`src/rtl/ambient_light_change_detector_defines.svh`:
```
// Assertion macros for the ambient light change detector.
`ifndef AMBIENT_LIGHT_CHANGE_DETECTOR_DEFINES_SVH
`define AMBIENT_LIGHT_CHANGE_DETECTOR_DEFINES_SVH

`ifndef SYNTHESIS
`define ALCD_ASSERT(lbl, prop) \
  lbl: assert property (@(posedge clk_i) disable iff (!rst_ni) (prop)) \
    else $error("alcd assertion failed");
`define ALCD_ASSERT_NEXT(lbl, ante, cons) \
  lbl: assert property (@(posedge clk_i) disable iff (!rst_ni) (ante) |=> (cons)) \
    else $error("alcd assertion failed");
`else
`define ALCD_ASSERT(lbl, prop)
`define ALCD_ASSERT_NEXT(lbl, ante, cons)
`endif

`endif

```
`src/rtl/alcd_pkg.sv`:
```
// Shared constants and types of the ambient light change detector.
`timescale 1ns / 1ps
`default_nettype none

package alcd_pkg;

  localparam int unsigned DELTA_BITS = 10;
  localparam logic [DELTA_BITS-1:0] DELTA_RESET = 10'd100;

  localparam logic [1:0] STATE_SAME    = 2'd0;
  localparam logic [1:0] STATE_DARKER  = 2'd1;
  localparam logic [1:0] STATE_LIGHTER = 2'd2;

  typedef struct packed {
    logic filled_now;
    logic filled_next;
  } win_stat_t;

endpackage

`default_nettype wire

```
`src/rtl/alcd_cell.sv`:
```
// One window cell: holds a sample and hands it to the next cell on a shift.
`timescale 1ns / 1ps
`default_nettype none

module alcd_cell #(
  parameter int unsigned SAMPLE_BITS = 10
) (
  input  wire logic                   clk_i,
  input  wire logic                   rst_ni,
  input  wire logic                   shift_i,
  input  wire logic [SAMPLE_BITS-1:0] data_i,
  output logic      [SAMPLE_BITS-1:0] data_o
);

  logic [SAMPLE_BITS-1:0] data_q;

  always_ff @(posedge clk_i or negedge rst_ni) begin
    if (!rst_ni) begin
      data_q <= '0;
    end else if (shift_i) begin
      data_q <= data_i;
    end
  end

  assign data_o = data_q;

endmodule

`default_nettype wire

```
`src/rtl/alcd_window.sv`:
```
// Sample window: row of cells, running sum, fill tracking and average.
`timescale 1ns / 1ps
`default_nettype none

module alcd_window #(
  parameter int unsigned WINDOW_DEPTH = 8,
  parameter int unsigned SAMPLE_BITS  = 10
) (
  input  wire logic                   clk_i,
  input  wire logic                   rst_ni,
  input  wire logic                   shift_i,
  input  wire logic [SAMPLE_BITS-1:0] sample_i,
  output logic      [SAMPLE_BITS-1:0] average_o,
  output alcd_pkg::win_stat_t         stat_o
);

  localparam int unsigned SumW  = SAMPLE_BITS + $clog2(WINDOW_DEPTH);
  localparam int unsigned PosW  = $clog2(WINDOW_DEPTH);
  localparam int unsigned Shift = $clog2(WINDOW_DEPTH + 1) - 1;
  localparam logic [PosW-1:0] LastPos = PosW'(WINDOW_DEPTH - 1);

  logic [SAMPLE_BITS-1:0] tap [WINDOW_DEPTH+1];
  logic [SumW-1:0]        sum_q, sum_d, sum_shr;
  logic [PosW-1:0]        pos_q, pos_d;
  logic                   filled_q, filled_d;

  assign tap[0] = sample_i;

  for (genvar g = 0; g < WINDOW_DEPTH; g++) begin : g_cell
    alcd_cell #(
      .SAMPLE_BITS(SAMPLE_BITS)
    ) u_cell (
      .clk_i  (clk_i),
      .rst_ni (rst_ni),
      .shift_i(shift_i),
      .data_i (tap[g]),
      .data_o (tap[g+1])
    );
  end

  always_comb begin
    sum_d    = sum_q - SumW'(tap[WINDOW_DEPTH]) + SumW'(sample_i);
    sum_shr  = sum_d >> Shift;
    pos_d    = (pos_q == LastPos) ? '0 : pos_q + 1'b1;
    filled_d = filled_q | (pos_q == LastPos);
  end

  always_ff @(posedge clk_i or negedge rst_ni) begin
    if (!rst_ni) begin
      sum_q    <= '0;
      pos_q    <= '0;
      filled_q <= 1'b0;
    end else if (shift_i) begin
      sum_q    <= sum_d;
      pos_q    <= pos_d;
      filled_q <= filled_d;
    end
  end

  assign average_o          = sum_shr[SAMPLE_BITS-1:0];
  assign stat_o.filled_now  = filled_q;
  assign stat_o.filled_next = filled_d;

endmodule

`default_nettype wire

```
`src/rtl/ambient_light_change_detector.sv`:
```
// Ambient light change detector: top level with extremes, state and output register.
//
// Each accepted sample word yields one result word in the next cycle; a new sample is
// taken every cycle while the output register is empty or being drained. The window
// is a row of WINDOW_DEPTH shift cells, cleared to zero at reset, with a running sum
// updated by the entering and leaving samples, so the rate does not depend on depth.
// Average is the sum shifted right by floor(log2(WINDOW_DEPTH)); max and min track
// all samples since reset. The light state is judged against delta_q only from
// the sample after the window first wraps, and holds until then.
`timescale 1ns / 1ps
`default_nettype none

`include "ambient_light_change_detector_defines.svh"

module ambient_light_change_detector #(
  parameter int unsigned WINDOW_DEPTH = 8,
  parameter int unsigned SAMPLE_BITS  = 10
) (
  input  wire logic                                  clk_i,
  input  wire logic                                  rst_ni,
  input  wire logic                                  cfg_we_i,
  input  wire logic [alcd_pkg::DELTA_BITS-1:0]       cfg_wdata_i,
  input  wire logic                                  s_axis_tvalid,
  output logic                                       s_axis_tready,
  // sample
  input  wire logic [((SAMPLE_BITS+7)/8)*8-1:0]      s_axis_tdata,
  output logic                                       m_axis_tvalid,
  input  wire logic                                  m_axis_tready,
  // average, max_seen, min_seen, ambient_state, window_full
  output logic      [((3*SAMPLE_BITS+10)/8)*8-1:0]   m_axis_tdata
);

  localparam int unsigned OutW   = 3 * SAMPLE_BITS + 3;
  localparam int unsigned OutPadW = ((3 * SAMPLE_BITS + 10) / 8) * 8;
  localparam int unsigned CmpW   = (SAMPLE_BITS > alcd_pkg::DELTA_BITS) ?
                                   SAMPLE_BITS : alcd_pkg::DELTA_BITS;

  logic                            accept;
  logic [SAMPLE_BITS-1:0]          sample;
  logic [SAMPLE_BITS-1:0]          average;
  alcd_pkg::win_stat_t             win_stat;

  logic [alcd_pkg::DELTA_BITS-1:0] delta_q;
  logic [SAMPLE_BITS-1:0]          max_q, max_d, min_q, min_d, span;
  logic [1:0]                      state_q, state_d;
  logic                            out_valid_q;
  logic [OutW-1:0]                 out_data_q;

  assign sample        = s_axis_tdata[SAMPLE_BITS-1:0];
  assign s_axis_tready = !out_valid_q || m_axis_tready;
  assign accept        = s_axis_tvalid && s_axis_tready;

  alcd_window #(
    .WINDOW_DEPTH(WINDOW_DEPTH),
    .SAMPLE_BITS (SAMPLE_BITS)
  ) u_window (
    .clk_i    (clk_i),
    .rst_ni   (rst_ni),
    .shift_i  (accept),
    .sample_i (sample),
    .average_o(average),
    .stat_o   (win_stat)
  );

  always_comb begin
    max_d   = (sample > max_q) ? sample : max_q;
    min_d   = (sample < min_q) ? sample : min_q;
    span    = (max_d >= min_d) ? (max_d - min_d) : '0;
    state_d = state_q;
    if (win_stat.filled_now) begin
      if (CmpW'(span) > CmpW'(delta_q)) begin
        state_d = (max_d == sample) ? alcd_pkg::STATE_DARKER : alcd_pkg::STATE_LIGHTER;
      end else begin
        state_d = alcd_pkg::STATE_SAME;
      end
    end
  end

  always_ff @(posedge clk_i or negedge rst_ni) begin
    if (!rst_ni) begin
      delta_q <= alcd_pkg::DELTA_RESET;
    end else if (cfg_we_i) begin
      delta_q <= cfg_wdata_i;
    end
  end

  always_ff @(posedge clk_i or negedge rst_ni) begin
    if (!rst_ni) begin
      max_q   <= '0;
      min_q   <= '1;
      state_q <= alcd_pkg::STATE_SAME;
    end else if (accept) begin
      max_q   <= max_d;
      min_q   <= min_d;
      state_q <= state_d;
    end
  end

  always_ff @(posedge clk_i or negedge rst_ni) begin
    if (!rst_ni) begin
      out_valid_q <= 1'b0;
    end else if (accept) begin
      out_valid_q <= 1'b1;
    end else if (m_axis_tready) begin
      out_valid_q <= 1'b0;
    end
  end

  always_ff @(posedge clk_i) begin
    if (accept) begin
      out_data_q <= {win_stat.filled_next, state_d, min_d, max_d, average};
    end
  end

  assign m_axis_tvalid = out_valid_q;
  assign m_axis_tdata  = OutPadW'(out_data_q);

  `ALCD_ASSERT(a_min_le_max, !out_valid_q || (min_q <= max_q))
  `ALCD_ASSERT(a_same_until_full, win_stat.filled_now || (state_q == alcd_pkg::STATE_SAME))
  `ALCD_ASSERT(a_no_overwrite, !accept || !out_valid_q || m_axis_tready)
  `ALCD_ASSERT_NEXT(a_full_sticks, win_stat.filled_now, win_stat.filled_now)

endmodule

`default_nettype wire
```
`config.mk`:
```
export PLATFORM = sky130hd
export DESIGN_NAME = ambient_light_change_detector
export DESIGN_NICKNAME = d
export VERILOG_FILES = /design/src/rtl/alcd_pkg.sv /design/src/rtl/alcd_cell.sv /design/src/rtl/alcd_window.sv /design/src/rtl/ambient_light_change_detector.sv
export VERILOG_INCLUDE_DIRS = /design/src /design/src/rtl
export SDC_FILE = /design/constraint.sdc
export NUM_CORES = 1
export LEC_CHECK = 0
export BUFFER_PORTS_ARGS = -buffer_cell sky130_fd_sc_hd__buf_2
export CAP_MARGIN = 20
export CORE_MARGIN = 2
export CORE_UTILIZATION = 50
export CTS_BUF_LIST = sky130_fd_sc_hd__clkbuf_8
export CTS_CLUSTER_DIAMETER = 150
export DETAILED_ROUTE_END_ITERATION = 6
export GPL_TIMING_DRIVEN = 0
export PLACE_DENSITY = 0.68
export RECOVER_POWER = 100
export SYNTH_ARGS = -nofsm -noshare
export SYNTH_HDL_FRONTEND = slang
export SYNTH_HIERARCHICAL = 1
export SYNTH_SLANG_ARGS = --single-unit
```
`constraint.sdc`:
```
create_clock -name clk_i -period 7.3 [get_ports clk_i]
set_input_delay 0 -clock clk_i [delete_from_list [all_inputs] [get_ports clk_i]]
set_output_delay 0 -clock clk_i [all_outputs]
set_load 0.005 [all_outputs]
```
Word-level counts from Yosys, hierarchy flattened
Index checks and enable logic that the tools add are counted.
{"block": "classes", "div": 0, "muxes": 9, "reduce_logical": 4, "eq_ne": 2, "shifts": 0, "n_bitwise": 1, "addsub": 4, "multipliers": 0, "order_cmp": 4}
{"cell": "$mux W10", "n": 3}
{"cell": "$gt A10 B10 Y1", "n": 2}
{"cell": "$add A13 B10 Y13", "n": 1}
{"cell": "$sub A13 B10 Y13", "n": 1}
{"cell": "$eq A10 B10 Y1", "n": 1}
{"cell": "$ge A10 B10 Y1", "n": 1}
{"cell": "$lt A10 B10 Y1", "n": 1}
{"cell": "$sub A10 B10 Y10", "n": 1}
{"cell": "$mux W2", "n": 3}
{"cell": "$add A3 B1 Y3 const B", "n": 1}
{"cell": "$eq A3 B3 Y1 const B", "n": 1}
{"cell": "$mux W3", "n": 1}
{"cell": "$mux W1", "n": 2}
{"cell": "$reduce_bool A2 Y1", "n": 1}
{"cell": "$logic_and A1 B1 Y1", "n": 1}
{"cell": "$logic_not A1 Y1", "n": 1}
{"cell": "$logic_or A1 B1 Y1", "n": 1}
{"cell": "$or A1 B1 Y1", "n": 1}
{"block": "word_totals", "wordCells": 41, "memories": 0, "out_inout_bits": 42, "mem_bits_rw": 0, "latchBits": 0, "rom_bits": 0, "ff_bits": 163}

Depth between registers and ports, before layout
{"block": "depth", "depth_word": 7, "mapped_depth": 24, "depth_no_buf": 23}

Cells and area by module
Netlist, hierarchy kept.
{"module": "ambient_light_change_detector", "cells_per_inst": 357, "seq_area_each_um2": 1833.0, "n_inst": 1, "area_per_inst_um2": 3978.8}
{"module": "alcd_cell", "cells_per_inst": 21, "seq_area_each_um2": 250.2, "n_inst": 8, "area_per_inst_um2": 411.6}
{"module": "alcd_window", "cells_per_inst": 202, "seq_area_each_um2": 425.4, "n_inst": 1, "area_per_inst_um2": 1776.7}

Least setup slack after synthesis
OpenSTA, ideal clock, no wires.
{"block": "synth_timing", "path_type": "reg-to-reg", "from": "register min_q[5]", "to": "register state_q[0]", "path_stages_with_launch": 25, "setup_slack_ns": 2.066, "t_required_ns": 7.216, "setup_ns": 0.084, "t_arrival_ns": 5.150, "period_less_slack_ns": 5.234, "path_cell_list": "dfstp_2 -> inv_1 -> ha_1 -> a21o_1 -> a2111oi_4 -> o21ai_2 -> a21oi_4 -> buf_6 -> mux2_2 -> ha_1 -> fa_1 -> nor2b_1 -> o21ai_0 -> a21oi_1 -> a211oi_1 -> o21a_1 -> buf_2 -> or2_2 -> ha_1 -> nand3b_1 -> a21oi_1 -> and3b_1 -> a211o_1 -> nand2b_1 -> o21ai_0"}
{"block": "synth_via", "elab_chain_cells": 7, "elab_cells_between_ends": 8}
{"item": "start: declaration", "line_no": "ambient_light_change_detector.sv:44", "text": "logic [SAMPLE_BITS-1:0] max_q, max_d, min_q, min_d, span;"}
{"item": "start signal: assignment", "line_no": "ambient_light_change_detector.sv:94", "text": "min_q <= min_d;"}
{"item": "$lt A10 B10 Y1 *", "line_no": "ambient_light_change_detector.sv:67", "text": "min_d = (sample < min_q) ? sample : min_q;"}
{"item": "$mux W10 *", "line_no": "ambient_light_change_detector.sv:67"}
{"item": "net min_d[0]", "line_no": "ambient_light_change_detector.sv:44"}
{"item": "$sub A10 B10 Y10 or $ge A10 B10 Y1 (tied branches)", "line_no": "ambient_light_change_detector.sv:68", "text": "span = (max_d >= min_d) ? (max_d - min_d) : '0;"}
{"item": "$mux W10 *", "line_no": "ambient_light_change_detector.sv:68"}
{"item": "$gt A10 B10 Y1 *", "line_no": "ambient_light_change_detector.sv:71", "text": "if (CmpW'(span) > CmpW'(delta_q)) begin"}
{"item": "$mux W2 *", "line_no": "ambient_light_change_detector.sv:71"}
{"item": "$mux W2 *", "line_no": "ambient_light_change_detector.sv:70", "text": "if (win_stat.filled_now) begin"}
{"item": "end signal: assignment", "line_no": "ambient_light_change_detector.sv:91", "text": "state_q <= alcd_pkg::STATE_SAME;"}
{"item": "end signal: assignment", "line_no": "ambient_light_change_detector.sv:95", "text": "state_q <= state_d;"}
{"item": "end: declaration", "line_no": "ambient_light_change_detector.sv:45", "text": "logic [1:0] state_q, state_d;"}
The timed path passes the listed nets; every way through them passes the cells marked *.
A chain may end at the register's enable or synchronous reset.

Worst setup path in the final report
{"block": "layout_timing", "from": "register min_q[5]", "to": "register state_q[1]"}
The elaborated chain is that of the path after synthesis.

==> results.yml <==
run_status:
  status: "complete, but fails checks"
  violations: "capacitance limit, slew limit"
run:
  drv_cap: 3
clock_network:
  clk_pin_slew_ns: 0.09
  postCtsSetupBuffers: 0
  cts-htree-levels: 4
  cts_tree: "built"
  clock_path_buffers: 2
  clock_latency_ns: 0.45
  clock-sinks: 163
  root_buffer: "clkbuf_8"
  cts_made_buffers: 17
worst_setup_path:
  reg2regPathDepth: 24
  crit_arrival_ns: 6.61
  reg2reg_slack_ns: 1.06
  worstPathRequired_ns: 7.66
  cp-startpoint: "min_q[5]$_DFFE_PN1P_"
  crit_buf_inv: 3
  reg2reg_from: "min_q[5]$_DFFE_PN1P_"
  cp-start-kind: "register"
  crit_chain: "inv_1, ha_1, a21o_1, a2111oi_0, o21ai_0, a21oi_4, buf_6, mux2_1, ha_1, fa_1, nor2b_1, o21ai_0, a21oi_1, a211oi_1, o21a_1, clkbuf_1, or2_2, ha_1, nand3b_1, a21oi_1, and3b_1, a211o_1, nand2b_1, o21ai_0"
  cpPeakStageDelay_ns: 0.60
  endpoint: "state_q[1]$_DFFE_PN0P_"
  path_class: "register to register"
  path_depth: 24
  rr_endpoint: "state_q[1]$_DFFE_PN0P_"
  path_max_fanout: 10
  cp_top_family: "compound AO/OA/AOI/OAI gates"
  crit_slowest_cell: "dfstp_1"
  end_kind: "register"
layout:
  fin_cells: 1076
  num_antenna_cells: 0
  register_area_um2: 4260
  drive_above_1_share_pct: 19.1
  final_net_count: 930
  final_cell_area_um2: 9870
  n_fill_cell: 1542
  syn_to_final_growth_pct: 9.07
  multiInputGateArea_um2: 3890
  post-route-util_pct: 55.3
die:
  die_height_um: 139
  io_pins: 73
  die_w_um: 139
  fp-row-count: 49
  core_area_um2: 17800
  die-area_um2: 19200
  start_util_pct: 50.7
timing:
  fin_worst_skew_ns: 0.0104
  tightest_slew_ns: 2.70
  slew_viol_final: 78
  finalCritPeriodShare_pct: 85.5
  period_minus_slack_ns: 6.24
  hold_violations: 0
  finalSetupTns_ns: 0
  fin_ws_ns: 1.06
  setup_viol: 0
  slew_headroom_pct: -80.1
  rsz0062_at_grt: "no"
  max_freq_mhz: 160
worst_hold_path:
  hold_path_startpoint: "s_axis_tdata[9]"
  hold_class: "input port to register"
  hold_path_depth: 2
power:
  p_sw_share_pct: 40.2
  p_clk_share_pct: 12.3
  combPwrFrac_pct: 56.4
  leakage_uw: 0.00450
  switching_power_uw: 2040
  power_density_nw_per_um2: 516
  power_frac_seq_pct: 31.3
  ir_drop_uv: 326
  cell_internal_pwr_uw: 3040
synth:
  synth_flop_cell: "dfrtp_1"
  synth.distinct_cells: 63
  synthArstFlopShare_pct: 79.8
  ys_warn_count: 6
  syn-cell-area_um2: 9050
  synth_top_cell_area_share_pct: 32.4
  yosys-top-cells-area: "dfrtp_1 32%, mux2_4 13%, edfxtp_1 11%, ha_1 7.5%, mux2_2 5.0%"
  synth_seq_area_share_pct: 47.1
  avgSynthCellArea_um2: 12.4
  synth_edf_count: 33
  synth_top_cell_by_area: "dfrtp_1"
  ys_seq_elements: 163
  synthCells: 727
routing:
  drt_iter0_markers: 345
  wl_per_cell_um: 16.2
  remaining_drc_errors: 0
  ant_nets: 0
  dr_total_vias: 5669
  vias_per_cell: 5.27
  first_pass_iters: 5
  routed_wl_mm: 17.5
place:
  dpl.cell_count: 1022
  place_area_um2: 9700
  gp_congestion: 0.884
  dp_hpwl_mm: 12.8
  io_buffer_count: 58
  pre_cts_ws_ns: 1.52
global_route:
  grtUsageTotal_pct: 19.3
  overflow: 0
  grt_pass1_wl_mm: 29.7
  grt_max_degree: 87
  antenna_found_initial: 0
  grt_pass1_vias: 5892
[per-stage QoR]
step | total power, µW | hold WS, ns
finish | 5090 | 0.0244
global placement | 4510 | 0.209
CTS | 5330 | 0.0129
floorplan | 4000 | -0.296
global route | 5550 | 0.00148
detailed placement | 4670 | -0.0387
[cells in the final DEF, fill, tap and decap left out, types with 4 or more instances in the layout]
| cell | count |
|---|---|
| a211o_1 | 4 |
| a21o_1 | 8 |
| a21oi_1 | 25 |
| buf_2 | 41 |
| buf_4 | 18 |
| clkbuf_1 | 36 |
| clkbuf_8 | 19 |
| conb_1 | 7 |
| dfrtp_1 | 117 |
| dfstp_2 | 12 |
| dlygate4sd3_1 | 22 |
| edfxtp_1 | 33 |
| fa_1 | 11 |
| ha_1 | 54 |
| inv_1 | 79 |
| inv_6 | 4 |
| inv_8 | 4 |
| mux2_1 | 75 |
| mux2_2 | 37 |
| mux2_4 | 8 |
| mux2i_1 | 10 |
| nand2_1 | 42 |
| nand2b_1 | 11 |
| nand3_1 | 5 |
| nand4_1 | 7 |
| nor2_1 | 27 |
| nor2b_1 | 5 |
| nor3_1 | 5 |
| o21a_1 | 5 |
| o21ai_0 | 33 |
| xnor2_1 | 7 |
| xor2_1 | 16 |
[power groups by stage]
| stage | clock network, µW | logic [µW] | registers (µW) |
|---|---|---|---|
| after floorplan | 0 | 2420 | 1570 |
| after global placement | 0 | 2900 | 1610 |
| after detailed placement | 0 | 3040 | 1630 |
| after CTS | 649 | 3070 | 1610 |
| after global routing | 689 | 3220 | 1640 |
| final | 627 | 2870 | 1590 |
[synth_stat cells, types with 3 or more instances]
| cell | count |
|---|---|
| dfrtp_1 | 117 |
| mux2_4 | 80 |
| inv_1 | 79 |
| ha_1 | 54 |
| nand2_1 | 42 |
| mux2_2 | 40 |
| edfxtp_1 | 33 |
| o21ai_0 | 31 |
| nor2_1 | 27 |
| a21oi_1 | 24 |
| buf_4 | 20 |
| xor2_1 | 16 |
| dfstp_2 | 13 |
| fa_1 | 11 |
| nand2b_1 | 11 |
| buf_6 | 10 |
| mux2i_1 | 10 |
| a21o_1 | 8 |
| clkbuf_1 | 7 |
| nand4_1 | 7 |
| xnor2_1 | 7 |
| nand3_1 | 5 |
| nor2b_1 | 5 |
| nor3_1 | 5 |
| o21a_1 | 5 |
| a211o_1 | 4 |
| a21oi_4 | 3 |
| buf_2 | 3 |
| o221ai_1 | 3 |
| o22ai_1 | 3 |
[final cells by class]
| cell class | instances | share of cell area, % |
|---|---|---|
| Buffer | 40 | 2.45 |
| Clock buffer | 19 | 2.65 |
| Clock inverter | 13 | 1.15 |
| Inverter | 79 | 3.00 |
| Multi-Input combinational cell | 451 | 39.4 |
| Sequential cell | 163 | 43.2 |
| Tap cell | 229 | 2.90 |
| Timing Repair Buffer | 82 | 5.26 |
[worst reg2reg max path, stage by stage, from the launching register on]
cell       delay [ns]
dfstp_1          0.60
inv_1            0.07
ha_1             0.30
a21o_1           0.16
a2111oi_0        0.35
o21ai_0          0.28
a21oi_4          0.41
buf_6            0.22
mux2_1           0.42
ha_1             0.25
fa_1             0.38
nor2b_1          0.18
o21ai_0          0.16
a21oi_1          0.20
a211oi_1         0.09
o21a_1           0.20
clkbuf_1         0.20
or2_2            0.33
ha_1             0.18
nand3b_1         0.15
a21oi_1          0.14
and3b_1          0.19
a211o_1          0.31
nand2b_1         0.17
o21ai_0          0.21
[cells by family (layout without fill, tap and decap cells)]
kind of cell / after synthesis / in the layout / share of synthesized area, %
compound gates: 110 / 110 / 8.63
mux: 130 / 130 / 19.4
buf+inv: 119 / 233 / 6.64
xor+xnor: 23 / 23 / 2.23
fa+ha+maj: 65 / 65 / 9.90
flops: 163 / 163 / 47.1
other cells: 1 / 7 / 0.0414
simple gates: 116 / 116 / 6.13
[worst min-delay path by stage]
| stage | end | slack (ns) |
|---|---|---|
| 2_1_floorplan | delta_q[0]$_DFFE_PN0P_ | -0.30 |
| 3_3_place_gp | m_axis_tvalid$_DFFE_PN0P_ | 0.21 |
| 3_5_place_dp | m_axis_tvalid$_DFFE_PN0P_ | -0.04 |
| 4_1_cts | u_window/g_cell[0].u_cell/data_o[7]$_DFFE_PN0P_ | 0.01 |
| 5_1_grt | u_window/g_cell[0].u_cell/data_o[7]$_DFFE_PN0P_ | 0.001 |
| 6_report | u_window/g_cell[0].u_cell/data_o[9]$_DFFE_PN0P_ | 0.02 |
[flip-flops by register name, indices dropped and copies added (netlist names), 2 cells and up]
| signal | count |
|---|---|
| out_data_q | 33 |
| u_window/g_cell.u_cell/data_o | 80 |
| min_q | 10 |
| state_q | 2 |
| u_window/sum_q | 13 |
| delta_q | 10 |
| max_q | 10 |
| u_window/pos_q | 3 |
[repair_timing]
action | CTS | global route
endpoints found under the hold margin | 144 | 0
resized for setup | 0 | 0
hold buffers | 22 | 0
[per-layer routing]
metal  up-vias  share of wire, %  GRT usage (%)
met2       104                48           30.8
met1      2834                47           27.2
met5         -                 0              0
met3        14               3.4           2.94
li1       2717                 -              -
met4         0               1.3           6.61
Power figures use the tool's default switching activity.
